**config.mk**
```make
export PLATFORM = sky130hd
export DESIGN_NAME = barometer_temp_pressure_compensation_top
export DESIGN_NICKNAME = d
export VERILOG_FILES = /design/src/design/bpc_pkg.sv /design/src/design/bpc_divider.sv /design/src/design/barometer_temp_pressure_compensation_top.sv
export SDC_FILE = /design/constraint.sdc
export NUM_CORES = 2
export LEC_CHECK = 0
export CAP_MARGIN = 20
export CORE_UTILIZATION = 28
export DETAILED_ROUTE_END_ITERATION = 8
export DONT_BUFFER_PORTS = 1
export SYNTH_ARGS = -nofsm -noshare
export SYNTH_HDL_FRONTEND = slang
export SYNTH_HIERARCHICAL = 1
export SYNTH_SLANG_ARGS = --single-unit
```
**constraint.sdc**
```tcl
create_clock -name clk -period 14.05 [get_ports clk]
set_clock_uncertainty 0.05 [all_clocks]
set_input_delay 1.405 -clock clk [delete_from_list [all_inputs] [get_ports clk]]
set_output_delay 1.405 -clock clk [all_outputs]
set_load 0.03 [all_outputs]
```
**src/design/bpc_pkg.sv**
```systemverilog
// Shared types, constants and arithmetic helpers for the barometer compensation block.
package bpc_pkg;

  localparam int unsigned NumRegs = 6;

  typedef enum logic [2:0] {
    REG_AC1_AC2 = 3'd0,
    REG_AC3_AC4 = 3'd1,
    REG_AC5_AC6 = 3'd2,
    REG_B1_B2   = 3'd3,
    REG_MC_MD   = 3'd4,
    REG_OSS     = 3'd5
  } reg_index_t;

  localparam logic [31:0] B6_OFFSET   = 32'd4000;
  localparam logic [31:0] P_COEF_SQ   = 32'd3038;
  localparam logic [31:0] P_COEF_LIN  = 32'hFFFF_E343;  // -7357
  localparam logic [31:0] P_COEF_ADD  = 32'd3791;
  localparam logic [31:0] B7_SCALE    = 32'd50000;
  localparam logic [31:0] SIGN_BIT    = 32'h8000_0000;
  localparam logic [31:0] X3_OFFSET   = 32'd32768;

  typedef enum logic [4:0] {
    ST_IDLE,
    ST_T_X1,
    ST_T_CHK,
    ST_T_DIV,
    ST_T_DONE,
    ST_P_SQ,
    ST_P_X1,
    ST_P_X2,
    ST_P_B3,
    ST_P_X1B,
    ST_P_X2B,
    ST_P_B4,
    ST_P_B7,
    ST_P_DIV,
    ST_P_Q,
    ST_P_SQP,
    ST_P_C1,
    ST_P_C2,
    ST_P_DONE,
    ST_OUT
  } state_t;

  typedef struct packed {
    logic start;
    logic negate;
  } div_ctrl_t;

  function automatic logic [31:0] sx16(input logic [15:0] h);
    return {{16{h[15]}}, h};
  endfunction

  function automatic logic [31:0] asr(input logic [31:0] x, input logic [4:0] n);
    return 32'($signed(x) >>> n);
  endfunction

endpackage

```
**src/design/bpc_divider.sv**
```systemverilog
// Restoring unsigned 32-bit divider, one quotient bit per cycle, optional result negate.
module bpc_divider (
  input  logic                  clk,
  input  logic                  rst,
  input  bpc_pkg::div_ctrl_t    ctrl,
  input  logic [31:0]           dividend,
  input  logic [31:0]           divisor,
  output logic                  done,
  output logic [31:0]           quotient
);
  import bpc_pkg::*;

  logic [31:0] quo;
  logic [31:0] rem;
  logic [31:0] dvs;
  logic [5:0]  count;
  logic        busy;
  logic        neg;
  logic [32:0] trial;

  assign trial = {rem, quo[31]} - {1'b0, dvs};

  always_ff @(posedge clk) begin
    if (rst) begin
      busy  <= 1'b0;
      done  <= 1'b0;
      count <= '0;
    end else begin
      done <= 1'b0;
      if (ctrl.start) begin
        busy  <= 1'b1;
        count <= 6'd32;
        quo   <= dividend;
        rem   <= '0;
        dvs   <= divisor;
        neg   <= ctrl.negate;
      end else if (busy) begin
        if (!trial[32]) begin
          rem <= trial[31:0];
          quo <= {quo[30:0], 1'b1};
        end else begin
          rem <= {rem[30:0], quo[31]};
          quo <= {quo[30:0], 1'b0};
        end
        count <= count - 6'd1;
        if (count == 6'd1) begin
          busy <= 1'b0;
          done <= 1'b1;
        end
      end
    end
  end

  assign quotient = neg ? (32'd0 - quo) : quo;

`ifndef ASSERT_OFF
  a_done_pulse: assert property (@(posedge clk) disable iff (rst) done |=> !done)
    else $error("divider done lasted more than one cycle");
  a_no_restart: assert property (@(posedge clk) disable iff (rst) busy |-> !ctrl.start)
    else $error("divider started while busy");
  a_count_range: assert property (@(posedge clk) disable iff (rst) busy |-> count != 6'd0)
    else $error("divider busy with zero count");
`endif

endmodule

```
**src/design/barometer_temp_pressure_compensation_top.sv**
```systemverilog
// Top level of the barometer temperature and pressure compensation block.
// One raw conversion per transfer: command 0 compensates a temperature, command 1
// a pressure using the last temperature's B5 term. The block is busy for one item
// at a time. Two things set how long an item takes: a shared 32x32 multiplier is
// used once per cycle, and a bit-serial divider works through each division bit
// by bit. A divisor of zero skips the division, so that item finishes sooner.
// The result waits in an output register; a new item is accepted once the result
// has entered that register.
module barometer_temp_pressure_compensation_top (
  input  logic        clk,
  input  logic        rst,
  input  logic        s_tvalid,
  output logic        s_tready,
  input  logic [23:0] s_tdata,   // raw_sample[18:0], zero fill
  input  logic        s_tuser,   // command
  output logic        m_tvalid,
  input  logic        m_tready,
  output logic [39:0] m_tdata,   // value[31:0], divide_error, zero fill
  output logic        m_tuser,   // kind
  input  logic        cfg_valid,
  output logic        cfg_ready,
  input  logic [2:0]  cfg_index,
  input  logic [31:0] cfg_data
);
  import bpc_pkg::*;

  logic [31:0] regs [NumRegs];
  logic [31:0] temp_term;
  state_t      state, state_next;

  logic        cmd;
  logic [18:0] raw;
  logic [31:0] b6, sq, t1, t2, b3, p, res;
  logic        err;

  logic [31:0] ma, mb, prod;
  div_ctrl_t   dctrl;
  logic [31:0] ddvd, ddvs, dq;
  logic        ddone;

  logic [1:0]  oss;
  logic [31:0] ac1, ac2, ac3, ac4, ac5, ac6, b1, b2, mc, md;
  logic [31:0] s_num, s_den;

  assign oss = regs[REG_OSS][1:0];
  assign ac1 = sx16(regs[REG_AC1_AC2][31:16]);
  assign ac2 = sx16(regs[REG_AC1_AC2][15:0]);
  assign ac3 = sx16(regs[REG_AC3_AC4][31:16]);
  assign ac4 = {16'd0, regs[REG_AC3_AC4][15:0]};
  assign ac5 = {16'd0, regs[REG_AC5_AC6][31:16]};
  assign ac6 = {16'd0, regs[REG_AC5_AC6][15:0]};
  assign b1  = sx16(regs[REG_B1_B2][31:16]);
  assign b2  = sx16(regs[REG_B1_B2][15:0]);
  assign mc  = sx16(regs[REG_MC_MD][31:16]);
  assign md  = sx16(regs[REG_MC_MD][15:0]);

  assign cfg_ready = 1'b1;
  assign s_tready  = (state == ST_IDLE);

  always_ff @(posedge clk) begin
    if (rst) begin
      for (int i = 0; i < NumRegs; i++) regs[i] <= '0;
    end else if (cfg_valid && cfg_ready) begin
      if (cfg_index == REG_OSS) begin
        regs[REG_OSS] <= {30'd0, cfg_data[1:0]};
      end else if (cfg_index < REG_OSS) begin
        regs[cfg_index] <= cfg_data;
      end
    end
  end

  // Shared multiplier: operands chosen by state, product registered.
  // Where an operand is the previous product, it is taken from prod directly.
  always_comb begin
    ma = t1;
    mb = t1;
    case (state)
      ST_T_X1:  begin ma = {16'd0, raw[15:0]} - ac6; mb = ac5; end
      ST_P_SQ:  begin ma = b6; mb = b6; end
      ST_P_X1:  begin ma = asr(prod, 5'd12); mb = b2; end
      ST_P_X2:  begin ma = ac2; mb = b6; end
      ST_P_X1B: begin ma = ac3; mb = b6; end
      ST_P_X2B: begin ma = b1; mb = sq; end
      ST_P_B4:  begin
        ma = ac4;
        mb = asr(t1 + asr(prod, 5'd16) + 32'd2, 5'd2) + X3_OFFSET;
      end
      ST_P_B7:  begin ma = {13'd0, raw} - b3; mb = B7_SCALE >> oss; end
      ST_P_SQP: begin ma = asr(p, 5'd8); mb = asr(p, 5'd8); end
      ST_P_C1:  begin ma = prod; mb = P_COEF_SQ; end
      ST_P_C2:  begin ma = p; mb = P_COEF_LIN; end
      default:  begin ma = t1; mb = t1; end
    endcase
  end

  always_ff @(posedge clk) prod <= 32'(64'(ma) * 64'(mb));

  // Signed temperature quotient mapped onto the unsigned divider.
  // In the temperature check state t1 is still stale, so use prod directly there.
  assign s_num = (mc << 11);
  assign s_den = asr(prod, 5'd15) + md;

  always_comb begin
    dctrl = '0;
    ddvd  = '0;
    ddvs  = '0;
    if (state == ST_T_CHK && s_den != 32'd0) begin
      dctrl.start  = 1'b1;
      dctrl.negate = s_num[31] ^ s_den[31];
      ddvd = s_num[31] ? 32'd0 - s_num : s_num;
      ddvs = s_den[31] ? 32'd0 - s_den : s_den;
    end else if (state == ST_P_DIV && t2 != 32'd0) begin
      dctrl.start = 1'b1;
      ddvd = prod[31] ? prod : {prod[30:0], 1'b0};
      ddvs = t2;
    end
  end

  bpc_divider u_div (
    .clk(clk), .rst(rst), .ctrl(dctrl), .dividend(ddvd), .divisor(ddvs),
    .done(ddone), .quotient(dq)
  );

  always_comb begin
    state_next = state;
    case (state)
      ST_IDLE:   if (s_tvalid) state_next = s_tuser ? ST_P_SQ : ST_T_X1;
      ST_T_X1:   state_next = ST_T_CHK;
      ST_T_CHK:  state_next = (s_den == 32'd0) ? ST_OUT : ST_T_DIV;
      ST_T_DIV:  if (ddone) state_next = ST_T_DONE;
      ST_T_DONE: state_next = ST_OUT;
      ST_P_SQ:   state_next = ST_P_X1;
      ST_P_X1:   state_next = ST_P_X2;
      ST_P_X2:   state_next = ST_P_B3;
      ST_P_B3:   state_next = ST_P_X1B;
      ST_P_X1B:  state_next = ST_P_X2B;
      ST_P_X2B:  state_next = ST_P_B4;
      ST_P_B4:   state_next = ST_P_B7;
      ST_P_B7:   state_next = ST_P_DIV;
      ST_P_DIV:  state_next = (t2 == 32'd0) ? ST_OUT : ST_P_Q;
      ST_P_Q:    if (ddone) state_next = ST_P_SQP;
      ST_P_SQP:  state_next = ST_P_C1;
      ST_P_C1:   state_next = ST_P_C2;
      ST_P_C2:   state_next = ST_P_DONE;
      ST_P_DONE: state_next = ST_OUT;
      ST_OUT:    if (!m_tvalid || m_tready) state_next = ST_IDLE;
      default:   state_next = ST_IDLE;
    endcase
  end

  always_ff @(posedge clk) begin
    if (rst) state <= ST_IDLE;
    else     state <= state_next;
  end

  // Datapath registers. Each multiply result is registered in prod and read in the next state.
  always_ff @(posedge clk) begin
    if (rst) begin
      temp_term <= '0;
    end else begin
      case (state)
        ST_IDLE: if (s_tvalid) begin
          cmd <= s_tuser;
          raw <= s_tdata[18:0];
          err <= 1'b0;
          res <= '0;
          b6  <= temp_term - B6_OFFSET;
        end
        ST_T_CHK: begin
          t1 <= asr(prod, 5'd15);
          if (asr(prod, 5'd15) + md == 32'd0) err <= 1'b1;
        end
        ST_T_DONE: begin
          temp_term <= t1 + dq;
          res <= asr(t1 + dq + 32'd8, 5'd4);
        end
        ST_P_X1:  sq <= asr(prod, 5'd12);
        ST_P_X2:  t1 <= asr(prod, 5'd11);
        ST_P_B3:  b3 <= asr((((ac1 << 2) + t1 + asr(prod, 5'd11)) << oss) + 32'd2, 5'd2);
        ST_P_X2B: t1 <= asr(prod, 5'd13);
        ST_P_B4:  t1 <= asr(t1 + asr(prod, 5'd16) + 32'd2, 5'd2);
        ST_P_B7:  t2 <= prod >> 15;
        ST_P_DIV: begin
          t1 <= prod;
          if (t2 == 32'd0) err <= 1'b1;
        end
        ST_P_Q:   if (ddone) p <= t1[31] ? {dq[30:0], 1'b0} : dq;
        ST_P_C1:  t1 <= prod;
        ST_P_C2:  t2 <= asr(prod, 5'd16);
        ST_P_DONE: res <= p + asr(t2 + asr(prod, 5'd16) + P_COEF_ADD, 5'd4);
        default: ;
      endcase
    end
  end

  always_ff @(posedge clk) begin
    if (rst) begin
      m_tvalid <= 1'b0;
    end else begin
      if (m_tvalid && m_tready) m_tvalid <= 1'b0;
      if (state == ST_OUT && (!m_tvalid || m_tready)) begin
        m_tvalid <= 1'b1;
        m_tuser  <= cmd;
        m_tdata  <= {7'd0, err, err ? 32'd0 : res};
      end
    end
  end

`ifndef ASSERT_OFF
  a_busy_no_ready: assert property (@(posedge clk) disable iff (rst)
    (state != ST_IDLE) |-> !s_tready)
    else $error("ready while busy");
  a_err_zero: assert property (@(posedge clk) disable iff (rst)
    (m_tvalid && m_tdata[32]) |-> (m_tdata[31:0] == 32'd0))
    else $error("error result with nonzero value");
  a_out_from_state: assert property (@(posedge clk) disable iff (rst)
    $rose(m_tvalid) |-> $past(state == ST_OUT))
    else $error("result appeared outside output state");
`endif

endmodule
```
## Yosys cells after proc, flatten, opt, wreduce, memory -nomap -nowiden

Memories as Yosys holds them, arrays and structs flattened.
Cells that the tools add are included.

- Bits in registers: 440
- RAM bits: 192
- Input port bits: 65
- Output and inout bits: 44
- Logic and storage cells: 174
- Memories kept: 1

Memories:

| name | depth | bits a word | read ports | clocked after Yosys merged registers in | wr ports | RTL line | RTL |
|---|---|---|---|---|---|---|---|
| regs | 6 | 32 | 6 | 0 | 6 | barometer_temp_pressure_compensation_top.sv:27 | `logic [31:0] regs [NumRegs];` |

- Add/sub/neg operators: 20
- $mul: 1
- Magnitude comparators: 1
- Eq/ne operators: 27
- Shifts and indexed selects: 2
- Multiplexer cells: 57
- Bitwise operators: 4
- Reductions and logical operators: 35

Operators by type and width:

| kind | number |
|---|---|
| $mux W32 | 16 |
| $pmux W32 S11 | 1 |
| $pmux W32 S9 | 1 |
| $add A32 B32 Y32 | 6 |
| $pmux W32 S5 | 1 |
| $pmux W32 S3 | 1 |
| $pmux W5 S19 | 1 |
| $add A32 B2 Y32 const B | 2 |
| $logic_not A32 Y1 | 2 |
| $pmux W32 S2 | 1 |
| $reduce_bool A32 Y1 | 2 |
| $sub A1 B32 Y32 const A | 2 |
| $eq A5 B4 Y1 const B | 8 |
| $sub A33 B32 Y33 | 1 |
| $add A32 B12 Y32 const B | 1 |
| $add A32 B4 Y32 const B | 1 |
| $mul A32 B32 Y32 | 1 |
| $reduce_or A32 Y1 | 1 |
| $shl A32 B2 Y32 | 1 |
| $shr A16 B2 Y32 const A | 1 |
| $sub A32 B12 Y32 const B | 1 |
| $add A30 B17 Y31 const B | 1 |
| $sub A20 B30 Y31 | 1 |
| $mux W5 | 6 |
| 33 further kinds | 87 |

## Logic depth before layout (Yosys ltp)

- Depth after elaboration: 8
- Depth in mapped cells: 47
- Depth with buffers taken out: 46

## Cells and area by module

Netlist, hierarchy kept.

Modules (own cells, without submodules):

| module | instances | cells an instance | area an instance (um^2) | seq. area each (um^2) |
|---|---|---|---|---|
| barometer_temp_pressure_compensation_top | 1 | 5697 | 51313.0 | 13803.2 |
| bpc_divider | 1 | 665 | 6804.0 | 3072.9 |

## Worst setup path after synthesis

Ideal clock, no wire load.

- Path kind: reg-to-reg
- Start: reg prod[31]
- End: reg prod[31]
- Setup time: 0.130 ns
- Data arrival time: 10.819 ns
- Required time: 13.870 ns
- Setup slack: 3.051 ns
- Cell stages (with the launch flop): 42
- Path buffers: 1
- Clock period less this slack: 10.999 ns
- Cell sequence: dfxtp_1 > ha_1 > ha_1 > clkbuf_1 > nand2_1 > o21ai_0 > nor2_1 > nor2_1 > a21oi_1 > a311oi_1 > ha_1 > nand3_1 > nor4bb_1 > xor2_1 > a221oi_1 > nor2_1 > nand2_1 > fa_1 > (+6 left out) > fa_1 > inv_1 > fa_1 > inv_1 > fa_1 > xor2_1 > xnor2_1 > xnor2_1 > xnor2_1 > xnor2_1 > xnor2_1 > xnor2_1 > xnor2_1 > xnor2_1 > xnor3_1 > xnor3_1 > xnor2_1 > xnor3_1

- Cells in the longest elaborated chain, start to end: 5
- Elaborated cells between the ends (all ways): 6
- Classes of those cells: add/sub (3); mul (1); mux (2)

RTL lines:

| element | RTL line | RTL |
|---|---|---|
| start: declaration | barometer_temp_pressure_compensation_top.sv:36 | `logic [31:0] ma, mb, prod;` |
| start signal: assignment | barometer_temp_pressure_compensation_top.sv:96 | `always_ff @(posedge clk) prod <= 32'(64'(ma) * 64'(mb));` |
| $add A32 B32 Y32 | barometer_temp_pressure_compensation_top.sv:86 | `mb = asr(t1 + asr(prod, 5'd16) + 32'd2, 5'd2) + X3_OFFSET;` |
| $add A32 B2 Y32 | barometer_temp_pressure_compensation_top.sv:86 |  |
| $add A30 B17 Y31 | barometer_temp_pressure_compensation_top.sv:86 |  |
| $pmux W32 S9 | barometer_temp_pressure_compensation_top.sv:77 | `case (state)` |
| $mul A32 B32 Y32 (*) | barometer_temp_pressure_compensation_top.sv:96 |  |

Every way passes the cells marked *; elsewhere a longest branch is shown, timed or not.
A chain may end at the register's enable or synchronous reset.

## Worst setup path in the final report

- Start: reg t1[1]
- End: reg prod[31]

- Cells in the longest elaborated chain, start to end: 5
- Elaborated cells between the ends (all ways): 6
- Classes of those cells: add/sub (3); mul (1); mux (2)

RTL lines:

| element | RTL line | RTL |
|---|---|---|
| start: declaration | barometer_temp_pressure_compensation_top.sv:33 | `logic [31:0] b6, sq, t1, t2, b3, p, res;` |
| start signal: assignment | barometer_temp_pressure_compensation_top.sv:170 | `t1 <= asr(prod, 5'd15);` |
| start signal: assignment | barometer_temp_pressure_compensation_top.sv:178 | `ST_P_X2: t1 <= asr(prod, 5'd11);` |
| start signal: assignment | barometer_temp_pressure_compensation_top.sv:180 | `ST_P_X2B: t1 <= asr(prod, 5'd13);` |
| $add A32 B32 Y32 | barometer_temp_pressure_compensation_top.sv:86 |  |
| $add A32 B2 Y32 | barometer_temp_pressure_compensation_top.sv:86 |  |
| $add A30 B17 Y31 | barometer_temp_pressure_compensation_top.sv:86 |  |
| $pmux W32 S9 | barometer_temp_pressure_compensation_top.sv:77 |  |
| $mul A32 B32 Y32 (*) | barometer_temp_pressure_compensation_top.sv:96 |  |

Marked as above.

==> flow_summary.toml <==
[synth]
ys_warn_count = 6
synth-edff-count = 510
synth_largest_area_cell = "edfxtp_1"
synth-simple-area-share_pct = 17.0
synth_xor_area_share_pct = 6.16
synth_common_cells = "inv_1 (764), nand2_1 (729), edfxtp_1 (510), nor2_1 (507), fa_1 (445)"
synth_flop_cell = "edfxtp_1"
synth_most_common_cell = "inv_1"
synth_compound_area_share_pct = 13.6
synth_mux_area_share_pct = 3.10
avgSynthCellArea_um2 = 9.14
synthCells = 6362
synth.area.top_cells = "edfxtp_1 (26%), fa_1 (15%), ha_1 (8.8%)"
synthAdderAreaFrac_pct = 24.1
yosysTopAreaCellShare_pct = 26.4
synth_seq_cells = 588
async_reset_ff_share_pct = 0
synth.cell_area_mm2 = 0.0581
synth_top_family_by_area = "adder cells"
synth_cell_types = 100
ys_seq_area_share_pct = 29.0

[placement]
routabilityCongestion = 1.00
port_buffers = 0
dp_cells = 8890
dpl.hpwl_um = 171000
dpl_cell_area_mm2 = 0.0616

[sta]
relSlewSlack_pct = 14.7
setup_viol = 0
fmaxAchievable_mhz = 78.9
tns_ps = 0
finalHoldViolCount = 0
rsz0062_at_grt = "false"
period_needed_ps = 12680
finalCritPeriodShare_pct = 90.2
worst_slew_pin_slew_ps = 1270
slew_violations = 0

[setup_path]
cp-end-kind = "register"
max_stage_delay_ps = 590
slowest_stage = "edfxtp_1"
arrival_ps = 13170
timing.rr.start = "t1[1]"
cp_num_buf_inv = 6
crit_family = "adder cells"
reg2reg_slack_ps = 1370
cp-start-kind = "register"
reg2regPathDepth = 42
critical_path_peak_fanout = 8
crit_type = "register to register"
crit_required_ps = 14540
path_common_cell = "xnor2_1"
rr_endpoint = "prod[31]"

[finish]
reg.largest.list = "regs: 162 flops, m_tdata: 33 flops"
area_delta_synth_final_pct = 10.2
regArea_mm2 = 0.0169
largest-register = "regs"
design_area_mm2 = 0.0641
multi_input_area_mm2 = 0.0374
largest_reg_flops = 162
post_route_cells_drive_above_1_share_pct = 6.57
nFillCells = 21100
layout.nets = 7191
utilization_pct = 31.2
instances_no_fill = 9036

[floorplanning]
start_util_pct = 28.3
design.core.area_mm2 = 0.205
dieArea_mm2 = 0.209
die_x_um = 458
ios = 109
row_count = 166
die_height_um = 458

[detailed_routing]
drtIter0Drc = 5955
drc_errors = 1
vias_per_cell = 5.43
top_layer = "met5"
drtPass1Iterations = 9
wl_met1_um = 88200
dr_wl_met2_um = 97100
routed_wl_um = 222000
wl_per_cell_um = 24.6
wl_met3_um = 24500
vias = 49100
final_antenna_net_count = 0

[cts]
cts_root_buf = "clkbuf_16"
clk_path_buf_depth = 3
clock_latency_ps = 690
cts_setup_buffers = 0
cts_made_buffers = 69
htreeDepth = 3
cts_tree = "yes"
clkTransAtPathRegs_ps = 70
cts_resized = 0
cts-hold-fix-buffers = 0
cts.sinks = 588

[grt]
grt_max_degree = 70
grt_pass1_vias = 47800
grt_pass1_wl_um = 322000
grt.total_usage_pct = 20.7
antenna_found_initial = 16
grt_overflow = 0

[worst_hold_path]
hold-path-endpoint = "m_tuser"
whs_path_depth = 0
holdCritStartpoint = "cmd"
hp-class = "register to register"

[outcome]
violations = "design-rule violations"
outcome = "finished, violations left"

[flow_run]
max-cap-violations = 0
-- cell type report --
class | count | area share [%]
Multi-Input combinational cell | 4709 | 58.4
Tap cell | 2688 | 5.25
Clock inverter | 42 | 0.832
Clock buffer | 84 | 2.91
Timing Repair Buffer | 140 | 1.66
Antenna cell | 19 | 0.0742
Inverter | 766 | 4.49
Sequential cell | 588 | 26.4
-- worst register-to-register path: cells and delay by family (launching register included) --
family	cells	cell delay, ps
fa+ha+maj	10	4970
xor+xnor	15	3320
simple gates	5	1120
buf+inv	6	620
flops	1	590
compound gates	6	1860
-- cell usage in the layout (no fill, tap or decap), drive strengths merged, types with 105 or more instances in the layout --
cell,instances
nor3,140
ha,407
buf,140
inv,769
xnor2,254
a21oi,291
xor2,139
nor2,508
nand2,729
fa,445
and2,183
o21ai,245
nand3,105
edfxtp,510
-- metrics by stage --
stage	hold WS [ps]	setup slack, ps
after detailed placement	367	1640
after CTS	380	1560
after global routing	392	867
after global placement	353	1710
after floorplan	350	3050
final	381	1370
-- worst max-delay path by stage --
stage,cells after the start,slack (ps),start,to
after floorplan,41,3050,prod[31],prod[31]
after global placement,42,1710,t1[1],prod[31]
after detailed placement,42,1640,t1[1],prod[31]
after CTS,42,1560,t1[1],prod[31]
after global routing,40,870,t1[1],prod[31]
final,42,1370,t1[1],prod[31]
-- routing by layer --
metal / global-route usage [%] / vias up
met5: 0 / -
met4: 10.6 / 8
met3: 5.31 / 569
met2: 31.8 / 2647
met1: 26.8 / 24300
li1: - / 21600
-- cell families after synthesis --
kind of cell / Yosys count
AO/OA/AOI/OAI: 1185
buffers and inverters: 1071
flip-flops: 588
AND/OR/NAND/NOR: 2096
XOR/XNOR: 399
adder cells (fa/ha/maj): 852
other: 2
multiplexers: 169
Power is not shown: default switching activity piles up to over one toggle a cycle in this logic, so the estimate is an artifact.
